===== src/sv/mstg_pkg.sv =====
// Shared types, constants and codes for the multichannel square tone generator.
// Used by the front, queue, back and top-level modules; depends on nothing.
package mstg_pkg;

    localparam int MAX_CH_DEF = 8;
    localparam int FUNC_W     = 2;
    localparam int CH_W       = 3;
    localparam int FREQ_W     = 16;
    localparam int COUNT_W    = 11;
    localparam int TONE_W     = 8;
    localparam int INUSE_W    = 4;
    localparam int USE_W      = 5;
    localparam int NUM_W      = FREQ_W + 1;
    localparam int Q_DEPTH    = 2;
    localparam int ADDR_W     = 3;
    localparam int DATA_W     = 32;

    localparam logic [FREQ_W-1:0]  RATE_RESET = 16'd8000;
    localparam logic [FREQ_W-1:0]  MIN_FREQ   = 16'd60;
    localparam logic [INUSE_W-1:0] CHANS_RESET = 4'd0;

    // Input function codes.
    localparam logic [FUNC_W-1:0] FUNC_TICK = 2'd0;
    localparam logic [FUNC_W-1:0] FUNC_SETF = 2'd1;
    localparam logic [FUNC_W-1:0] FUNC_ON   = 2'd2;
    localparam logic [FUNC_W-1:0] FUNC_OFF  = 2'd3;

    // Register indexes.
    localparam logic REG_RATE  = 1'b0;
    localparam logic REG_CHANS = 1'b1;

    typedef logic [2:0] t_op;

    // Classified operations handed from the front to the back.
    localparam t_op OP_TICK    = 3'd0;
    localparam t_op OP_SETF    = 3'd1;
    localparam t_op OP_SILENCE = 3'd2;
    localparam t_op OP_ENABLE  = 3'd3;
    localparam t_op OP_DISABLE = 3'd4;
    localparam t_op OP_IGNORE  = 3'd5;

    typedef struct packed {
        t_op               op;
        logic [CH_W-1:0]   ch;
        logic [FREQ_W-1:0] freq;
        logic [NUM_W-1:0]  numer;
    } t_cmd;

endpackage


===== src/sv/mstg_front.sv =====
// Front end: accepts transactions and classifies them into back-end commands.
// Depends on mstg_pkg.
module mstg_front (
    input  logic                         start,
    input  logic [mstg_pkg::FUNC_W-1:0]  i_func,
    input  logic [mstg_pkg::CH_W-1:0]    i_channel,
    input  logic [mstg_pkg::FREQ_W-1:0]  i_frequency,
    input  logic [mstg_pkg::FREQ_W-1:0]  i_rate,
    input  logic [mstg_pkg::USE_W-1:0]   i_lim,
    input  logic                         i_full,
    output logic                         o_push,
    output mstg_pkg::t_cmd               o_cmd
);
    import mstg_pkg::*;

    logic w_out_of_range;

    assign o_push = start && !i_full;

    // Set-frequency requests below the floor or above half the master rate silence the channel.
    assign w_out_of_range = (i_frequency < MIN_FREQ) ||
                            (i_frequency > {1'b0, i_rate[FREQ_W-1:1]});

    always_comb begin
        o_cmd.ch    = i_channel;
        o_cmd.freq  = i_frequency;
        o_cmd.numer = {1'b0, i_rate} + {1'b0, i_frequency} - NUM_W'(1);
        unique case (i_func)
            FUNC_TICK: o_cmd.op = OP_TICK;
            FUNC_SETF: o_cmd.op = w_out_of_range ? OP_SILENCE : OP_SETF;
            FUNC_ON:   o_cmd.op = OP_ENABLE;
            default:   o_cmd.op = OP_DISABLE;
        endcase
        if (i_func != FUNC_TICK && {{(USE_W-CH_W){1'b0}}, i_channel} >= i_lim) begin
            o_cmd.op = OP_IGNORE;
        end
    end

endmodule


===== src/sv/mstg_queue.sv =====
// Short command queue between the front end and the back end.
// Depends on mstg_pkg for the command type and depth.
module mstg_queue (
    input  logic           i_clk,
    input  logic           i_rst_n,
    input  logic           i_push,
    input  mstg_pkg::t_cmd i_cmd,
    input  logic           i_pop,
    output mstg_pkg::t_cmd o_cmd,
    output logic           o_full,
    output logic           o_empty
);
    import mstg_pkg::*;

    localparam int PTR_W = (Q_DEPTH > 1) ? $clog2(Q_DEPTH) : 1;
    localparam int CNT_W = $clog2(Q_DEPTH + 1);

    t_cmd             r_mem [Q_DEPTH];
    logic [PTR_W-1:0] r_wr_ptr, n_wr_ptr;
    logic [PTR_W-1:0] r_rd_ptr, n_rd_ptr;
    logic [CNT_W-1:0] r_count, n_count;
    logic             w_push, w_pop;

    assign o_full  = (r_count == CNT_W'(Q_DEPTH));
    assign o_empty = (r_count == '0);
    assign o_cmd   = r_mem[r_rd_ptr];
    assign w_push  = i_push && !o_full;
    assign w_pop   = i_pop && !o_empty;

    always_comb begin
        n_wr_ptr = r_wr_ptr;
        n_rd_ptr = r_rd_ptr;
        n_count  = r_count;
        if (w_push) begin
            n_wr_ptr = (r_wr_ptr == PTR_W'(Q_DEPTH - 1)) ? '0 : r_wr_ptr + PTR_W'(1);
        end
        if (w_pop) begin
            n_rd_ptr = (r_rd_ptr == PTR_W'(Q_DEPTH - 1)) ? '0 : r_rd_ptr + PTR_W'(1);
        end
        if (w_push && !w_pop) begin
            n_count = r_count + CNT_W'(1);
        end else if (w_pop && !w_push) begin
            n_count = r_count - CNT_W'(1);
        end
    end

    always_ff @(posedge i_clk) begin
        if (w_push) begin
            r_mem[r_wr_ptr] <= i_cmd;
        end
    end

    always_ff @(posedge i_clk) begin
        if (!i_rst_n) begin
            r_wr_ptr <= '0;
            r_rd_ptr <= '0;
            r_count  <= '0;
        end else begin
            r_wr_ptr <= n_wr_ptr;
            r_rd_ptr <= n_rd_ptr;
            r_count  <= n_count;
        end
    end

endmodule


===== src/sv/mstg_back.sv =====
// Back end: holds the channel state, executes commands and drives results.
// Set-frequency commands run an iterative restoring divider. Depends on mstg_pkg.
module mstg_back #(
    parameter int MAX_CHANNELS = mstg_pkg::MAX_CH_DEF
) (
    input  logic                        i_clk,
    input  logic                        i_rst_n,
    input  mstg_pkg::t_cmd              i_cmd,
    input  logic                        i_empty,
    input  logic [mstg_pkg::USE_W-1:0]  i_lim,
    output logic                        o_pop,
    output logic                        o_strobe,
    output logic [mstg_pkg::TONE_W-1:0] o_tone_levels,
    output logic                        o_ignored
);
    import mstg_pkg::*;

    localparam logic S_IDLE = 1'b0;
    localparam logic S_DIV  = 1'b1;
    localparam int   STEP_W = $clog2(COUNT_W);
    localparam int   WIDE_W = (MAX_CHANNELS > TONE_W) ? MAX_CHANNELS : TONE_W;

    logic                    r_state, n_state;
    logic [COUNT_W-1:0]      r_count  [MAX_CHANNELS];
    logic [COUNT_W-1:0]      n_count  [MAX_CHANNELS];
    logic [COUNT_W-1:0]      r_period [MAX_CHANNELS];
    logic [COUNT_W-1:0]      n_period [MAX_CHANNELS];
    logic [MAX_CHANNELS-1:0] r_enable, n_enable;
    logic [MAX_CHANNELS-1:0] r_active, n_active;
    logic [MAX_CHANNELS-1:0] r_level, n_level;
    logic [CH_W-1:0]         r_ch, n_ch;
    logic [FREQ_W-1:0]       r_freq, n_freq;
    logic [FREQ_W-1:0]       r_rem, n_rem;
    logic [COUNT_W-1:0]      r_nlow, n_nlow;
    logic [COUNT_W-1:0]      r_quo, n_quo;
    logic [STEP_W-1:0]       r_step, n_step;
    logic                    r_strobe, n_strobe;
    logic                    r_ignored, n_ignored;
    logic [TONE_W-1:0]       r_tone, n_tone;
    logic [NUM_W-1:0]        w_rem_sh;
    logic [NUM_W-1:0]        w_diff;
    logic                    w_ge;
    logic [WIDE_W-1:0]       w_level_wide;

    assign o_strobe      = r_strobe;
    assign o_tone_levels = r_tone;
    assign o_ignored     = r_ignored;

    // One quotient bit per cycle; the partial remainder always stays below the divisor.
    assign w_rem_sh = {r_rem, r_nlow[COUNT_W-1]};
    assign w_diff   = w_rem_sh - {1'b0, r_freq};
    assign w_ge     = (w_rem_sh >= {1'b0, r_freq});

    always_comb begin
        n_state   = r_state;
        n_count   = r_count;
        n_period  = r_period;
        n_enable  = r_enable;
        n_active  = r_active;
        n_level   = r_level;
        n_ch      = r_ch;
        n_freq    = r_freq;
        n_rem     = r_rem;
        n_nlow    = r_nlow;
        n_quo     = r_quo;
        n_step    = r_step;
        n_strobe  = 1'b0;
        n_ignored = r_ignored;
        o_pop     = 1'b0;
        unique case (r_state)
            S_IDLE: begin
                if (!i_empty) begin
                    o_pop = 1'b1;
                    case (i_cmd.op)
                        OP_TICK: begin
                            for (int i = 0; i < MAX_CHANNELS; i++) begin
                                if (USE_W'(i) < i_lim && r_active[i]) begin
                                    if (r_count[i] >= r_period[i]) begin
                                        n_count[i] = '0;
                                        n_level[i] = r_enable[i] ? ~r_level[i] : 1'b0;
                                    end else begin
                                        n_count[i] = r_count[i] + COUNT_W'(1);
                                    end
                                end
                            end
                            n_strobe  = 1'b1;
                            n_ignored = 1'b0;
                        end
                        OP_SETF: begin
                            n_state = S_DIV;
                            n_ch    = i_cmd.ch;
                            n_freq  = i_cmd.freq;
                            n_rem   = FREQ_W'(i_cmd.numer[NUM_W-1:COUNT_W]);
                            n_nlow  = i_cmd.numer[COUNT_W-1:0];
                            n_quo   = '0;
                            n_step  = '0;
                        end
                        OP_SILENCE: begin
                            for (int i = 0; i < MAX_CHANNELS; i++) begin
                                if ({{(USE_W-CH_W){1'b0}}, i_cmd.ch} == USE_W'(i)) begin
                                    n_count[i]  = '0;
                                    n_period[i] = '0;
                                    n_active[i] = 1'b0;
                                    n_level[i]  = 1'b0;
                                end
                            end
                            n_strobe  = 1'b1;
                            n_ignored = 1'b0;
                        end
                        OP_ENABLE, OP_DISABLE: begin
                            for (int i = 0; i < MAX_CHANNELS; i++) begin
                                if ({{(USE_W-CH_W){1'b0}}, i_cmd.ch} == USE_W'(i)) begin
                                    n_enable[i] = (i_cmd.op == OP_ENABLE);
                                end
                            end
                            n_strobe  = 1'b1;
                            n_ignored = 1'b0;
                        end
                        OP_IGNORE: begin
                            n_strobe  = 1'b1;
                            n_ignored = 1'b1;
                        end
                        default: begin
                            n_state = S_IDLE;
                        end
                    endcase
                end
            end
            S_DIV: begin
                n_rem  = w_ge ? w_diff[FREQ_W-1:0] : w_rem_sh[FREQ_W-1:0];
                n_nlow = {r_nlow[COUNT_W-2:0], 1'b0};
                n_quo  = {r_quo[COUNT_W-2:0], w_ge};
                n_step = r_step + STEP_W'(1);
                if (r_step == STEP_W'(COUNT_W - 1)) begin
                    for (int i = 0; i < MAX_CHANNELS; i++) begin
                        if ({{(USE_W-CH_W){1'b0}}, r_ch} == USE_W'(i)) begin
                            n_count[i]  = '0;
                            n_period[i] = {r_quo[COUNT_W-2:0], w_ge};
                            n_active[i] = 1'b1;
                        end
                    end
                    n_strobe  = 1'b1;
                    n_ignored = 1'b0;
                    n_state   = S_IDLE;
                end
            end
            default: begin
                n_state = S_IDLE;
            end
        endcase
    end

    assign w_level_wide = WIDE_W'(n_level);
    assign n_tone       = w_level_wide[TONE_W-1:0];

    always_ff @(posedge i_clk) begin
        if (!i_rst_n) begin
            r_state   <= S_IDLE;
            r_enable  <= '0;
            r_active  <= '0;
            r_level   <= '0;
            r_strobe  <= 1'b0;
            r_ignored <= 1'b0;
            r_tone    <= '0;
            for (int i = 0; i < MAX_CHANNELS; i++) begin
                r_count[i]  <= '0;
                r_period[i] <= '0;
            end
        end else begin
            r_state   <= n_state;
            r_enable  <= n_enable;
            r_active  <= n_active;
            r_level   <= n_level;
            r_strobe  <= n_strobe;
            r_ignored <= n_ignored;
            r_tone    <= n_tone;
            r_count   <= n_count;
            r_period  <= n_period;
        end
    end

    always_ff @(posedge i_clk) begin
        r_ch   <= n_ch;
        r_freq <= n_freq;
        r_rem  <= n_rem;
        r_nlow <= n_nlow;
        r_quo  <= n_quo;
        r_step <= n_step;
    end

endmodule


===== src/sv/multichannel_square_tone_generator.sv =====
// Top level of the multichannel square tone generator: APB-style register port,
// front end, command queue and back end. Depends on mstg_pkg and the mstg_* modules.
//
// Usage: drive start with func, channel and frequency; the transaction is taken at a
// clock edge where start is high and busy is low. busy is high while the two-entry
// command queue is full. Every transaction produces exactly one result, shown on
// o_tone_levels and o_ignored for one cycle while o_strobe is high; the receiver
// cannot hold it off.
// A tick, enable, disable, ignored or out-of-range set-frequency transaction passes through
// the queue and the registered back-end outputs; a set-frequency transaction that loads a
// period also runs the eleven quotient steps of the one-bit-per-cycle back-end divider.
// Throughput: one transaction per cycle while busy is low and no period is being divided;
// during a division the queue lets the front keep taking transactions until it is full.
// Registers: master_tick_rate at byte address 0, channels_in_use at address 4. Write
// them only while no transaction is in flight. Reset clears all channel state, sets
// master_tick_rate to 8000 and channels_in_use to 0; no clearing pass is needed.
module multichannel_square_tone_generator #(
    parameter int MAX_CHANNELS = mstg_pkg::MAX_CH_DEF
) (
    input  logic                          i_clk,
    input  logic                          i_rst_n,
    input  logic                          start,
    output logic                          busy,
    input  logic [mstg_pkg::FUNC_W-1:0]   i_func,
    input  logic [mstg_pkg::CH_W-1:0]     i_channel,
    input  logic [mstg_pkg::FREQ_W-1:0]   i_frequency,
    output logic                          o_strobe,
    output logic [mstg_pkg::TONE_W-1:0]   o_tone_levels,
    output logic                          o_ignored,
    input  logic                          psel,
    input  logic                          penable,
    input  logic                          pwrite,
    input  logic [mstg_pkg::ADDR_W-1:0]   paddr,
    input  logic [mstg_pkg::DATA_W-1:0]   pwdata,
    output logic [mstg_pkg::DATA_W-1:0]   prdata,
    output logic                          pready
);
    import mstg_pkg::*;

    logic [FREQ_W-1:0]  r_master_rate;
    logic [INUSE_W-1:0] r_chans;
    logic [USE_W-1:0]   w_lim;
    logic               w_wr;
    logic               w_push;
    logic               w_pop;
    logic               w_full;
    logic               w_empty;
    t_cmd               w_push_cmd;
    t_cmd               w_pop_cmd;

    assign pready = 1'b1;
    assign w_wr   = psel && penable && pwrite;
    assign busy   = w_full;
    assign prdata = (paddr[ADDR_W-1] == REG_CHANS) ? DATA_W'(r_chans) : DATA_W'(r_master_rate);

    // A channel count above the number of channels built acts as all of them.
    assign w_lim = ({1'b0, r_chans} > USE_W'(MAX_CHANNELS)) ? USE_W'(MAX_CHANNELS)
                                                             : {1'b0, r_chans};

    always_ff @(posedge i_clk) begin
        if (!i_rst_n) begin
            r_master_rate <= RATE_RESET;
            r_chans       <= CHANS_RESET;
        end else if (w_wr) begin
            if (paddr[ADDR_W-1] == REG_RATE) begin
                r_master_rate <= pwdata[FREQ_W-1:0];
            end else begin
                r_chans <= pwdata[INUSE_W-1:0];
            end
        end
    end

    mstg_front u_front (
        .start       (start),
        .i_func      (i_func),
        .i_channel   (i_channel),
        .i_frequency (i_frequency),
        .i_rate      (r_master_rate),
        .i_lim       (w_lim),
        .i_full      (w_full),
        .o_push      (w_push),
        .o_cmd       (w_push_cmd)
    );

    mstg_queue u_queue (
        .i_clk   (i_clk),
        .i_rst_n (i_rst_n),
        .i_push  (w_push),
        .i_cmd   (w_push_cmd),
        .i_pop   (w_pop),
        .o_cmd   (w_pop_cmd),
        .o_full  (w_full),
        .o_empty (w_empty)
    );

    mstg_back #(
        .MAX_CHANNELS (MAX_CHANNELS)
    ) u_back (
        .i_clk         (i_clk),
        .i_rst_n       (i_rst_n),
        .i_cmd         (w_pop_cmd),
        .i_empty       (w_empty),
        .i_lim         (w_lim),
        .o_pop         (w_pop),
        .o_strobe      (o_strobe),
        .o_tone_levels (o_tone_levels),
        .o_ignored     (o_ignored)
    );

endmodule

===== config.mk =====
export PLATFORM = sky130hd
export DESIGN_NAME = multichannel_square_tone_generator
export DESIGN_NICKNAME = d
export VERILOG_FILES = /design/src/sv/mstg_pkg.sv /design/src/sv/mstg_front.sv /design/src/sv/mstg_queue.sv /design/src/sv/mstg_back.sv /design/src/sv/multichannel_square_tone_generator.sv
export SDC_FILE = /design/constraint.sdc
export NUM_CORES = 1
export LEC_CHECK = 0
export ABC_AREA = 0
export BUFFER_PORTS_ARGS = -buffer_cell sky130_fd_sc_hd__buf_2
export CELL_PAD_IN_SITES_DETAIL_PLACEMENT = 1
export CELL_PAD_IN_SITES_GLOBAL_PLACEMENT = 1
export CORE_ASPECT_RATIO = 1.4
export CORE_MARGIN = 1.5
export CORE_UTILIZATION = 30
export DETAILED_ROUTE_END_ITERATION = 10
export PLACE_DENSITY_LB_ADDON = 0.1
export RECOVER_POWER = 100
export SYNTH_ARGS = -nofsm -noshare
export SYNTH_HDL_FRONTEND = slang
export SYNTH_SLANG_ARGS = --single-unit

===== constraint.sdc =====
create_clock -name i_clk -period 5.9 [get_ports i_clk]
set_input_delay 0.295 -clock i_clk [delete_from_list [all_inputs] [get_ports i_clk]]
set_output_delay 0.295 -clock i_clk [all_outputs]
set_load 0.05 [all_outputs]

# == Yosys cells after proc, flatten, opt, wreduce, memory -nomap -nowiden ==
# Memories as Yosys holds them, arrays and structs flattened. A register that Yosys moved wholly into a read port is not among the register bits.
# Cells that the tools add are included.
# classes
eq_ne,85
muxes,133
bitwise_logic,11
n_addsub,16
n_reduce_logical,69
order_cmp,21
# ops
operator,count
case mux 88 bit (2 select lines),3
2-to-1 mux 11 bit,42
2-to-1 mux 88 bit,5
AND reduction 6 bit,16
adder 11 x 1 -> 11 bit (second input constant),8
>= comparator 11 bit,8
2-to-1 mux 16 bit,4
inequality test 2 x 1 -> 1 bit (second input constant),32
2-to-1 mux 1 bit,56
inequality test 3 x 2 -> 1 bit (second input constant),16
AND reduction 5 bit,8
case mux 16 bit (2 select lines),1
case mux 8 bit (2 select lines),2
AND reduction 4 bit,8
equality test 3 bit (second input constant),10
2-to-1 mux 8 bit,3
inequality test 2 bit (second input constant),12
case mux 11 bit (2 select lines),1
2-to-1 mux 10 bit,2
case mux 10 bit (2 select lines),1
equality test 3 x 2 -> 1 bit (second input constant),6
adder 16 x 16 -> 17 bit,1
>= comparator 17 x 16 -> 1 bit,1
subtractor 17 x 1 -> 17 bit (second input constant),1
35 further kinds,88
# word_totals
inputBits,62
word_cells,390
ramBits,78
out_inout_bits,44
reg_bits,287
mem_count,1
# mem_list
memory,depth,width,rd,rd_ports_with_merged_regs,wr,line_no,text
u_queue.r_mem,2,39,1,1,1,mstg_queue.sv:18,t_cmd r_mem [Q_DEPTH];

# == Depth between registers and ports, before layout ==
# Gate-level depths: netlist of the first run.
# depth
word_depth,8
ltp_mapped,14
mapped_depth_nobuf,14

# == Modules after synthesis ==
# From an unflattened synthesis of the first run, not the netlist that was laid out.
# hier_totals
cells_unflattened,2117
area_unflattened_um2,20474.6
# modules_own_cells
module,cells_each,area_each_um2,n_inst
mstg_back,1598,14561.5,1
mstg_queue,146,3041.7,1
mstg_front,248,1744.2,1
multichannel_square_tone_generator,125,1127.3,1

# == Least setup slack after synthesis of the first run ==
# OpenSTA, ideal clock, no wires.
# synth_path
kind,register to register
from,reg (tool-made name)
to,reg u_back.r_state
slack_ns,0.986
setup_time_ns,0.077
synth_period_minus_slack_ns,4.914
stages_incl_launch_ff,8
arrival_ns,4.837
required_time_ns,5.823
path_cell_list,dfxtp_1 buf_6 clkbuf_1 mux2_2 nor2_1 nand2_1 o21ai_0 and3_1
# synth_rtl
element,line_no,text
end signal: assignment,mstg_back.sv:170,r_state <= n_state;
end: declaration,mstg_back.sv:23,"logic r_state, n_state;"

==> summary.md, run 1 <==
| Metric | Value |
|---|---|
| Die H | `305 um` |
| WS Path Type | `flip-flop to flip-flop` |
| Core Rows | `110` |
| Yosys warnings | `0` |
| Async SR Flop Fraction | `0%` |
| Pins Over Slew Limit | `123` |
| Vias | `14683` |
| Avg Synthesized Cell Area | `9.51 um^2` |
| RePlAce Congestion | `0.777` |
| DP HPWL | `39500 um` |
| Drt first pass iters | `4` |
| DR vias/cell | `4.87` |
| Number of synthesized flops with an enable pin | `138` |
| Final Hold Fails | `0` |
| Syn Std Cell Area | `19600 um^2` |
| Reg clk slew, reported paths | `0.06 ns` |
| Clk_skew | `0.0109 ns` |
| RSZ-0062 raised after global routing | `no` |
| Clock root buffer | `clkbuf_16` |
| Outcome | `finished, violations left` |
| Area contributors post-synth | `dfxtp_1 23%, edfxtp_1 21%, ha_1 10%, inv_1 3.6%, nor2_1 3.4%` |
| Drt first-iter violations | `422` |
| IO Pins | `106` |
| CTS Hold Bufs | `23` |
| Yosys top cell by area | `dfxtp_1` |
| CTS Buf Count | `44` |
| Worst skew pair latency | `0.57 ns` |
| Drt total wl | `54400 um` |
| GRT Util Overall | `16.4%` |
| Primary FF master, synth | `dfxtp_1` |
| Number of global-route vias before repair | `15568` |
| Failing checks | `capacitance limit, slew limit` |
| CTS tree | `yes` |
| Gates resized, CTS repair | `0` |
| Post-Syn Instances | `2060` |
| Initial Util | `30.4%` |
| Hold crit path type | `input pin to flip-flop` |
| Worst hold slack | `0.100 ns` |
| Final setup viols | `0` |
| Worst slew pin tran | `2.68 ns` |
| # port buffers | `70` |
| Max Clk Rate | `221 MHz` |
| Die footprint | `66800 um^2` |
| Floorplan die width | `219 um` |
| Crit-path max FO | `38` |
| Post-synth top cells | `228 x dfxtp_1, 190 x inv_1, 177 x nor2_1` |
| Leakage | `8.39 nW` |
| Most frequent cell after synthesis | `dfxtp_1` |
| Crit path time final | `4.52 ns` |
| Core area | `64400 um^2` |
| Relative slew slack | `-78.7%` |
| Peak supply drop | `233 uV` |
| Fraction of final layout cells sized beyond drive strength 1 | `6.49%` |
| Area grow syn2layout | `14.1%` |
| Period utilization | `76.6%` |
| Post-CTS setup buffer count | `0` |
| MaxCap Viol Count | `3` |
| Largest net degree at the start of global routing | `81` |
| H-tree depth | `2` |
| Wire per inst | `18.1 um` |
| Critical path arrival | `4.92 ns` |
| Routed Antenna Nets | `0` |
| Critical path capture point type | `flip-flop` |
| Detailed-route DRC error count | `0` |
| Clock sinks | `366` |
| CP required | `6.30 ns` |
| Congestion Overflow GR | `0` |
| Sequential area share after synthesis | `44.5%` |
| Startpoint class of the critical path | `flip-flop` |
| Pwr Density | `337 nW/um^2` |
| Fin Setup TNS | `0 ns` |
| Antenna violations before repair | `3` |
| First-pass GRT wire length | `85900 um` |
| Register bit total from synthesis | `366` |
| Clk buf depth | `3` |
| Count of cell types in the netlist | `74` |
| Yosys top cell area share | `23.3%` |
| Final net count | `2364` |
cell families after synthesis:
group	synth area share (%)
muxes	4.49
AOI/OAI and AO/OA	12.3
and+or+nand+nor	17.1
xor gates and xnor gates	4.79
DFF	44.5
buffers and inverters	6.08
other	0.0383
adders and majority gates	10.7
stage by stage:
stage / cell area, um^2 / util (%) / cells / worst slack [ns] / total power, mW
2_1_floorplan: 19600 / - / 2075 / 0.986 / 4.29
3_3_place_gp: 20800 / 32.3 / 2907 / 1.93 / 4.79
3_5_place_dp: 20800 / 32.3 / 2907 / 1.88 / 4.83
4_1_cts: 22500 / 34.9 / 3011 / 1.90 / 7.71
5_1_grt: 22300 / 34.7 / 3011 / 1.03 / 7.94
6_report: 22300 / 34.7 / 3012 / 1.38 / 7.52
critical path: stages, from the launching register on:
cell,delay [ns]
dfxtp_1,0.53
buf_4,0.56
mux2i_1,0.56
nand3_1,0.39
a22o_1,0.33
nor2_1,0.37
o21a_1,0.35
o31ai_1,0.11
o21ai_0,1.00
nor2_1,0.13
power breakdown:
part	switching, mW	internal, mW
clock	1.13	1.67
sequential	0.109	2.93
combinational	1.13	0.549
total	2.37	5.15
placed cells by master (no fill, tap or decap), types with 26 or more instances in the layout:
cell type	n
a21o_1	26
xnor2_1	73
nor2b_1	106
xor2_1	34
mux2i_1	65
edfxtp_1	138
dfxtp_1	228
ha_1	164
nor2_1	176
clkbuf_16	47
nand4_1	35
inv_1	192
nand3_1	54
nand2_1	162
a22oi_1	43
clkbuf_1	69
a21oi_1	71
nor3_1	38
o21ai_0	79
per-layer routing:
layer  vias to the layer above  track usage (%)  share of wire [%]
met3                        89             2.49                2.7
met5                         -                0              0.079
met1                      7142             18.1                 41
li1                       7272                -                  -
met2                       174             31.2                 53
met4                         6             6.10                3.4
final cells by class:
type / instances / area [um^2]
well taps: 840 / 1050
fillers: 7406 / 42100
clock inverters: 21 / 196
flip-flops and latches: 366 / 8710
multi-input cells: 1415 / 9720
inverters: 193 / 724
clock buffers: 60 / 1290
diodes: 1 / 2.50
repair buffers: 116 / 637
final timing paths:
| kind | slack (ns) | cells after the start | to | start |
|---|---|---|---|---|
| max | 1.38 | 9 | u_back.r_count[77] | flip-flop |
| min | 0.10 | 2 | u_back.r_enable[2] | i_rst_n |
| max reg2reg | 1.38 | 9 | u_back.r_count[77] | flip-flop |
| min reg2reg | 0.46 | 2 | r_master_rate[13] | r_master_rate[13] |
flip-flops by register name, indices dropped and copies added (netlist names), 10 cells and up, named ones only:
| signal | flops |
|---|---|
| u_back.r_count | 88 |
| u_back.r_period | 88 |
| u_queue.r_mem | 78 |
| r_master_rate | 16 |
| u_back.r_freq | 16 |
| u_back.r_rem | 16 |
| u_back.r_nlow | 11 |
| u_back.r_quo | 10 |
Power figures use the tool's default switching activity.
==> run 2: changes to the inputs <==
ABC_AREA = 1   (was 0)
clock period = 4.3 ns   (was 5.9 ns; I/O delays follow)
==> run 2 against run 1 <==
Against the previous run: critical path type unchanged; total power is 58% higher; the flow still finishes with violations (capacitance limit, slew limit); utilization is 0.061 points higher; first-iteration DRC count is 42% higher; combinational power is 120% higher; area after synthesis is 5.8% higher; cell count is 28% higher; maximum frequency is 20% higher; hold slack better by 0.017 ns; register-to-register slack worse by 0.85 ns; clock power is 34% higher; critical endpoint is now u_back.r_count[32].
==> summary.md, run 2 <==
| Metric | Value |
|---|---|
| Worst r2r src | `u_back.r_state` |
| Area contributors post-synth | `dfxtp_1 22%, edfxtp_1 20%, nand2_1 13%, ha_1 9.9%, inv_1 7.9%` |
| Cell Int Power | `7.34 mW (+42%)` |
| Clk buf depth | `3 (unchanged)` |
| Crit-path max FO | `60 (+58%)` |
| RePlAce Congestion | `0.828 (+6.7%)` |
| Syn Std Cell Area | `20700 um^2 (+5.8%)` |
| Seq pwr share | `37.3% (-3.2 points)` |
| IO Pins | `106 (unchanged)` |
| # port buffers | `70 (unchanged)` |
| Floorplan die width | `225 um (+2.8%)` |
| Leakage | `10.2 nW (+21%)` |
| Biggest regs | `u_back.r_count (88), u_back.r_period (88), u_queue.r_mem (78)` |
| Area grow syn2layout | `14.3%` |
| Yosys top cell area share | `22.0% (-1.3 points)` |
| RSZ-0062 raised after global routing | `no` |
| Clock sinks | `366 (unchanged)` |
| CTS tree | `yes` |
| First-pass GRT wire length | `103000 um (+20%)` |
| Pins Over Slew Limit | `103 (-16%)` |
| Reg clk slew, reported paths | `0.06 ns (about the same)` |
| Fraction of final layout cells sized beyond drive strength 1 | `4.32% (-2.2 points)` |
| Outcome | `finished, violations left` |
| Routed Antenna Nets | `0 (unchanged)` |
| Drt total wl | `65700 um (+21%)` |
| Most frequent cells in the layout | `711 x nand2_1, 437 x inv_1, 280 x nor2_1` |
| MaxCap Viol Count | `4 (+1)` |
| P_sw | `4.51 mW (+90%)` |
| Hold crit path type | `input pin to flip-flop` |
| CP required | `4.76 ns (-1.54 ns)` |
| DR vias/cell | `4.75 (-2.5%)` |
| Period utilization | `87.7% (+11 points)` |
| Worst skew pair latency | `0.58 ns (about the same)` |
| Yosys top cell by area | `dfxtp_1` |
| Crit path launch | `u_back.r_state` |
| Clock root buffer | `clkbuf_16` |
| Yosys warnings | `0 (unchanged)` |
| Die footprint | `70700 um^2 (+5.7%)` |
| Relative slew slack | `-92.9% (-14 points)` |
| Critical path capture point type | `flip-flop` |
| GRT Util Overall | `18.7% (+2.3 points)` |
| Fillers | `8477 (+14%)` |
| Drt first pass iters | `5 (+1)` |
| Avg Synthesized Cell Area | `7.39 um^2 (-22%)` |
| Final setup viols | `0 (unchanged)` |
| Design Area, Final | `23700 um^2 (+6.0%)` |
| Xor and xnor area share after synthesis | `1.31% (-3.5 points)` |
| Drt first-iter violations | `600 (+42%)` |
| Cell Area, Placed | `22000 um^2 (+6.1%)` |
| Number of synthesized flops with an enable pin | `138 (unchanged)` |
| Pwr Density | `501 nW/um^2 (+49%)` |
| Compound-cell area share of the yosys netlist | `11.2% (-1.1 points)` |
| Worst slew pin tran | `2.88 ns (+0.203 ns)` |
| Clock share of power | `31.7% (-5.5 points)` |
| Post-Syn Instances | `2804 (+36%)` |
| Utilization after layout | `34.7% (+0.061 points)` |
| Final Hold Fails | `0 (unchanged)` |
| Detailed-route DRC error count | `0 (unchanged)` |
| Sequential area share after synthesis | `42.0% (-2.4 points)` |
| Most frequent cell after synthesis | `nand2_1` |
| Comb power frac | `31.0% (+8.7 points)` |
| Clk_skew | `0.0194 ns (+0.00847 ns)` |
| Fin Setup TNS | `0 ns (unchanged)` |
| Largest net degree at the start of global routing | `86 (+6.2%)` |
| Count of cell types in the netlist | `38 (-49%)` |
| Critical path arrival | `4.23 ns (-0.69 ns)` |
| Crit path time final | `3.77 ns (-0.748 ns)` |
| Hold path start | `i_func[1]` |
| Core Rows | `113 (+2.7%)` |
| Number of global-route vias before repair | `19087 (+23%)` |
| WS Path Type | `flip-flop to flip-flop` |
| Mux cell area share after synthesis | `0% (-4.5 points)` |
| H-tree depth | `2 (unchanged)` |
| Die H | `314 um (+2.8%)` |
| CTS Buf Count | `44 (unchanged)` |
| Post-synth top cells | `709 x nand2_1, 436 x inv_1, 280 x nor2_1` |
| Congestion Overflow GR | `0 (unchanged)` |
| Initial Util | `30.4% (about the same)` |
| Primary FF master, synth | `dfxtp_1` |
| Register bit total from synthesis | `366 (unchanged)` |
| Async SR Flop Fraction | `0% (unchanged)` |
| Gates resized, CTS repair | `0 (unchanged)` |
| Total power | `11.9 mW (+58%)` |
| Peak supply drop | `311 uV (+33%)` |
| Worst hold slack | `0.118 ns (+0.0171 ns)` |
| Final net count | `3129 (+32%)` |
| Startpoint class of the critical path | `flip-flop` |
| Vias | `18328 (+25%)` |
| Commonest non-fill, non-tap cell in the layout | `nand2_1` |
| Failing checks | `capacitance limit, slew limit` |
| Max Clk Rate | `265 MHz (+20%)` |
| Wire per inst | `17.0 um (-5.8%)` |
| Post-Synth Simple-Gate Area | `25.1% (+8.0 points)` |
| DP HPWL | `50000 um (+27%)` |
| Core area | `68100 um^2 (+5.8%)` |
| Largest family of logic cells by synthesized area | `simple AND/OR/NAND/NOR gates` |
| ANT cells | `0 (-1)` |
| Sw Ratio | `38.0% (+6.6 points)` |
| Antenna violations before repair | `0 (-3)` |
| Synth Area in Adders | `10.1% (-0.64 points)` |
## run 2: changes by cell type after synthesis, sizes merged, moves of 24 or more
| cell | delta |
|---|---|
| o21ai | +91 |
| nor2 | +113 |
| nand3 | +114 |
| and2 | -24 |
| mux2i | -65 |
| a21oi | +187 |
| a22oi | -43 |
| inv | +248 |
| xnor2 | -61 |
| nor2b | -106 |
| nand2 | +549 |
## run 2: worst paths after layout
| path | to | slack, ns | cells past startpoint |
|---|---|---|---|
| worst max-delay path | u_back.r_count[32] | 0.53 | 11 |
| worst min-delay path | u_queue.r_mem[0][38] | 0.12 | 3 |
| worst max register to register | u_back.r_count[32] | 0.53 | 11 |
| worst min register to register | u_back.r_period[26] | 0.46 | 2 |
## run 2: timing repair
item / 4_1_cts / 5_1_grt
endpoints found under the setup margin: 0 / 0
hold endpoints to repair: 58 / 0
hold buffers: 35 / 0
buffers inserted: 0 / 0
## run 2: routing by layer
metal	global-route usage (%)	vias to the layer above	share of wire, %	wire [um]
met3	2.35	97	2.7	1740
met4	7.44	0	3.9	2540
met1	20.4	8812	40	26600
met2	36.1	220	53	34800
met5	0	-	0	0
li1	-	9199	-	-
## run 2: worst max-delay path, cell delays in order (launching register included)
cell	delay, ns
dfxtp_1	0.31
clkbuf_2	0.80
nor2_2	0.63
inv_1	0.15
o21ai_4	0.18
nand2_1	0.36
nor2_4	0.27
inv_1	0.10
nor2_4	0.29
nand2_1	0.22
nand2_1	0.23
nor2_1	0.08
## run 2: power groups by stage
| stage | Sequential [mW] | Clock [mW] | Combinational, mW |
|---|---|---|---|
| 2_1_floorplan | 4.46 | 0 | 2.54 |
| 3_3_place_gp | 4.48 | 0 | 3.67 |
| 3_5_place_dp | 4.49 | 0 | 3.77 |
| 4_1_cts | 4.42 | 3.90 | 3.81 |
| 5_1_grt | 4.46 | 4.02 | 4.18 |
| 6_report | 4.42 | 3.76 | 3.68 |
## run 2: cells by family after synthesis
family | Yosys count
and+or+nand+nor | 1258
buffers and inverters | 531
AOI/OAI and AO/OA | 450
DFF | 366
adders and majority gates | 166
xor gates and xnor gates | 31
other | 2
## run 2: area by class of cell
| cell class | instances | area (um^2) | share of cell area (%) |
|---|---|---|---|
| Inverter | 440 | 1650 | 6.98 |
| Multi-Input combinational cell | 1922 | 9930 | 42.0 |
| Clock buffer | 57 | 1220 | 5.16 |
| Tap cell | 920 | 1150 | 4.86 |
| Sequential cell | 366 | 8710 | 36.8 |
| Clock inverter | 25 | 213 | 0.898 |
| Timing Repair Buffer | 127 | 796 | 3.36 |
## run 2: per-stage QoR
| stage | std cells | setup slack [ns] |
|---|---|---|
| global placement | 3740 | 0.771 |
| CTS | 3857 | 0.618 |
| detailed placement | 3740 | 0.651 |
| global route | 3857 | 0.243 |
| finish | 3857 | 0.528 |
| floorplan | 2819 | 1.01 |
==> run 3: changes to the inputs <==
PLACE_DENSITY_LB_ADDON = 0.08   (was 0.1)
==> run 3 against run 2 <==
Against the previous run: the run still ends with capacitance limit, slew limit left; total power increased by 0.86%; utilization barely moved; flip-flop and latch count unchanged; cell count down 0.10%; highest routed layer unchanged; clock power is 3% higher; largest power group unchanged; largest cell class unchanged; routed wire length decreased by 0.34%.
==> summary.md, run 3 (synthesized netlist as in run 2, its figures left out) <==
| Metric | Value |
|---|---|
| Outcome | `finished, violations left` |
| Failing checks | `capacitance limit, slew limit` |
| Area grow syn2layout | `14.4%` |
| IO Pins | `106 (unchanged)` |
| Clk_skew | `0.0151 ns (-0.00434 ns)` |
| Final Hold Fails | `0 (unchanged)` |
| Detailed-route DRC error count | `0 (unchanged)` |
| Startpoint class of the critical path | `flip-flop` |
| Congestion Overflow GR | `0 (unchanged)` |
| H-tree depth | `2 (unchanged)` |
| CTS Buf Count | `43 (-2.3%)` |
| Clock root buffer | `clkbuf_16` |
| Biggest regs | `u_back.r_count (88), u_back.r_period (88), u_queue.r_mem (78)` |
| Placed Cells incl. Taps | `3739 (-0.027%)` |
| Relative slew slack | `-68.6% (+24 points)` |
| Reg clk slew, reported paths | `0.06 ns (about the same)` |
| Fraction of final layout cells sized beyond drive strength 1 | `4.20% (-0.13 points)` |
| Wire per inst | `17.0 um (-0.23%)` |
| Period utilization | `85.1% (-2.6 points)` |
| Crit path time final | `3.66 ns (-0.113 ns)` |
| Drt first-iter violations | `696 (+16%)` |
| Leakage | `10.2 nW (about the same)` |
| Critical path arrival | `4.10 ns (-0.13 ns)` |
| Crit path launch | `u_back.r_state` |
| Worst slew pin tran | `2.53 ns (-0.354 ns)` |
| Peak supply drop | `273 uV (-12%)` |
| Antenna violations before repair | `2 (+2)` |
| Design Area, Final | `23700 um^2 (+0.13%)` |
| Die footprint | `70700 um^2 (unchanged)` |
| Die H | `314 um (unchanged)` |
| Fin cells | `3853 (-0.10%)` |
| Pins Over Slew Limit | `238 (+130%)` |
| Clk buf depth | `3 (unchanged)` |
| RePlAce Congestion | `0.837 (+1.0%)` |
| Most frequent cells in the layout | `709 x nand2_1, 439 x inv_1, 278 x nor2_1` |
| # port buffers | `70 (unchanged)` |
| Fin Setup TNS | `0 ns (unchanged)` |
| Crit-path max FO | `59 (-1.7%)` |
| CP required | `4.75 ns (about the same)` |
| Fillers | `8544 (+0.79%)` |
| Cell Area, Placed | `22000 um^2 (about the same)` |
| Worst skew pair latency | `0.57 ns (about the same)` |
| WS Path Type | `flip-flop to flip-flop` |
| Gates resized, CTS repair | `0 (unchanged)` |
| Max Clk Rate | `273 MHz (+3.1%)` |
| DP HPWL | `49600 um (-0.76%)` |
| RSZ-0062 raised after global routing | `no` |
| CTS tree | `yes` |
| Routed Antenna Nets | `0 (unchanged)` |
| Total power | `12.0 mW (+0.86%)` |
| Drt first pass iters | `5 (unchanged)` |
| Commonest non-fill, non-tap cell in the layout | `nand2_1` |
| Drt total wl | `65500 um (-0.34%)` |
| Hold path start | `i_func[1]` |
| Initial Util | `30.4% (unchanged)` |
| MaxCap Viol Count | `5 (+1)` |
| Final setup viols | `0 (unchanged)` |
| GRT Util Overall | `18.7% (-0.031 points)` |
| Vias | `18216 (-0.61%)` |
| Hold crit path type | `input pin to flip-flop` |
| DR vias/cell | `4.73 (-0.51%)` |
| Number of global-route vias before repair | `18787 (-1.6%)` |
| Final net count | `3127 (-0.064%)` |
| Pwr Density | `504 nW/um^2 (+0.73%)` |
| Largest net degree at the start of global routing | `91 (+5.8%)` |
| Core Rows | `113 (unchanged)` |
| Critical path capture point type | `flip-flop` |
| Worst r2r src | `u_back.r_state` |
| Clock sinks | `366 (unchanged)` |
| First-pass GRT wire length | `103000 um (-0.29%)` |
| Floorplan die width | `225 um (unchanged)` |
| Core area | `68100 um^2 (unchanged)` |
==> run 3: changes by cell type in the layout (fill, tap and decap cells not counted), moves of 2 or more <==
cell,previous run,this run
inv_2,3,1
inv_6,3,0
nor2_1,280,278
bufinv_16,3,5
nand2_1,711,709
inv_1,437,439
buf_12,2,0
clkinv_2,13,7
clkinvlp_4,1,5
==> run 3: final timing paths <==
path | endpoint | slack [ns] | depth (start not counted)
max | u_back.r_count[43] | 0.64 | 8
min | u_queue.r_mem[0][36] | 0.11 | 3
max reg2reg | u_back.r_count[43] | 0.64 | 8
min reg2reg | u_back.r_period[28] | 0.46 | 2
==> run 3: metal layers <==
metal  vias to the layer above  global-route usage (%)  routed length, um  part of all wire, %
met1                      8697                    21.0              27000                   41
met3                        94                    2.23               1590                  2.4
met2                       227                    35.9              34700                   53
met5                         -                       0                  0                    0
li1                       9198                       -                  -                    -
met4                         0                    6.25               2130                  3.2
==> run 3: worst max-delay path, stage by stage, from the launching register on <==
cell      delay [ns]
dfxtp_1         0.36
clkbuf_2        1.11
nor2_1          0.50
nand2_1         0.23
nand2_1         0.09
nor2_2          0.62
nand2_1         0.32
nand2_1         0.23
nor2_1          0.08
==> run 3: final cells by class <==
cell class              instances  area [um^2]  area share (%)
flip-flops and latches        366         8710            36.7
repair buffers                126          757            3.19
diodes                          1         2.50          0.0106
clock inverters                23          250            1.06
inverters                     440         1650            6.97
well taps                     920         1150            4.86
multi-input cells            1922         9960            42.0
clock buffers                  55         1220            5.17
==> run 3: report_power, final <==
group	leakage, nW	switching, mW	internal, mW	total [mW]
Clock	0.712	1.56	2.31	3.87
Sequential	3.12	0.245	4.15	4.39
Combinational	6.35	2.70	0.994	3.69
==> run 3: timing repair <==
| item | CTS | global route |
|---|---|---|
| buffers inserted | 0 | 0 |
| hold endpoints to repair | 58 | 0 |
| hold buffers | 35 | 0 |
==> run 3: stage by stage <==
stage | utilization (%) | setup WS, ns | hold WS [ns]
floorplan | - | 1.01 | 0.314
global placement | 32.3 | 1.05 | 0.428
detailed placement | 32.3 | 0.964 | 0.428
CTS | 35.0 | 0.955 | 0.0722
global route | 34.8 | 0.270 | 0.119
finish | 34.8 | 0.642 | 0.113
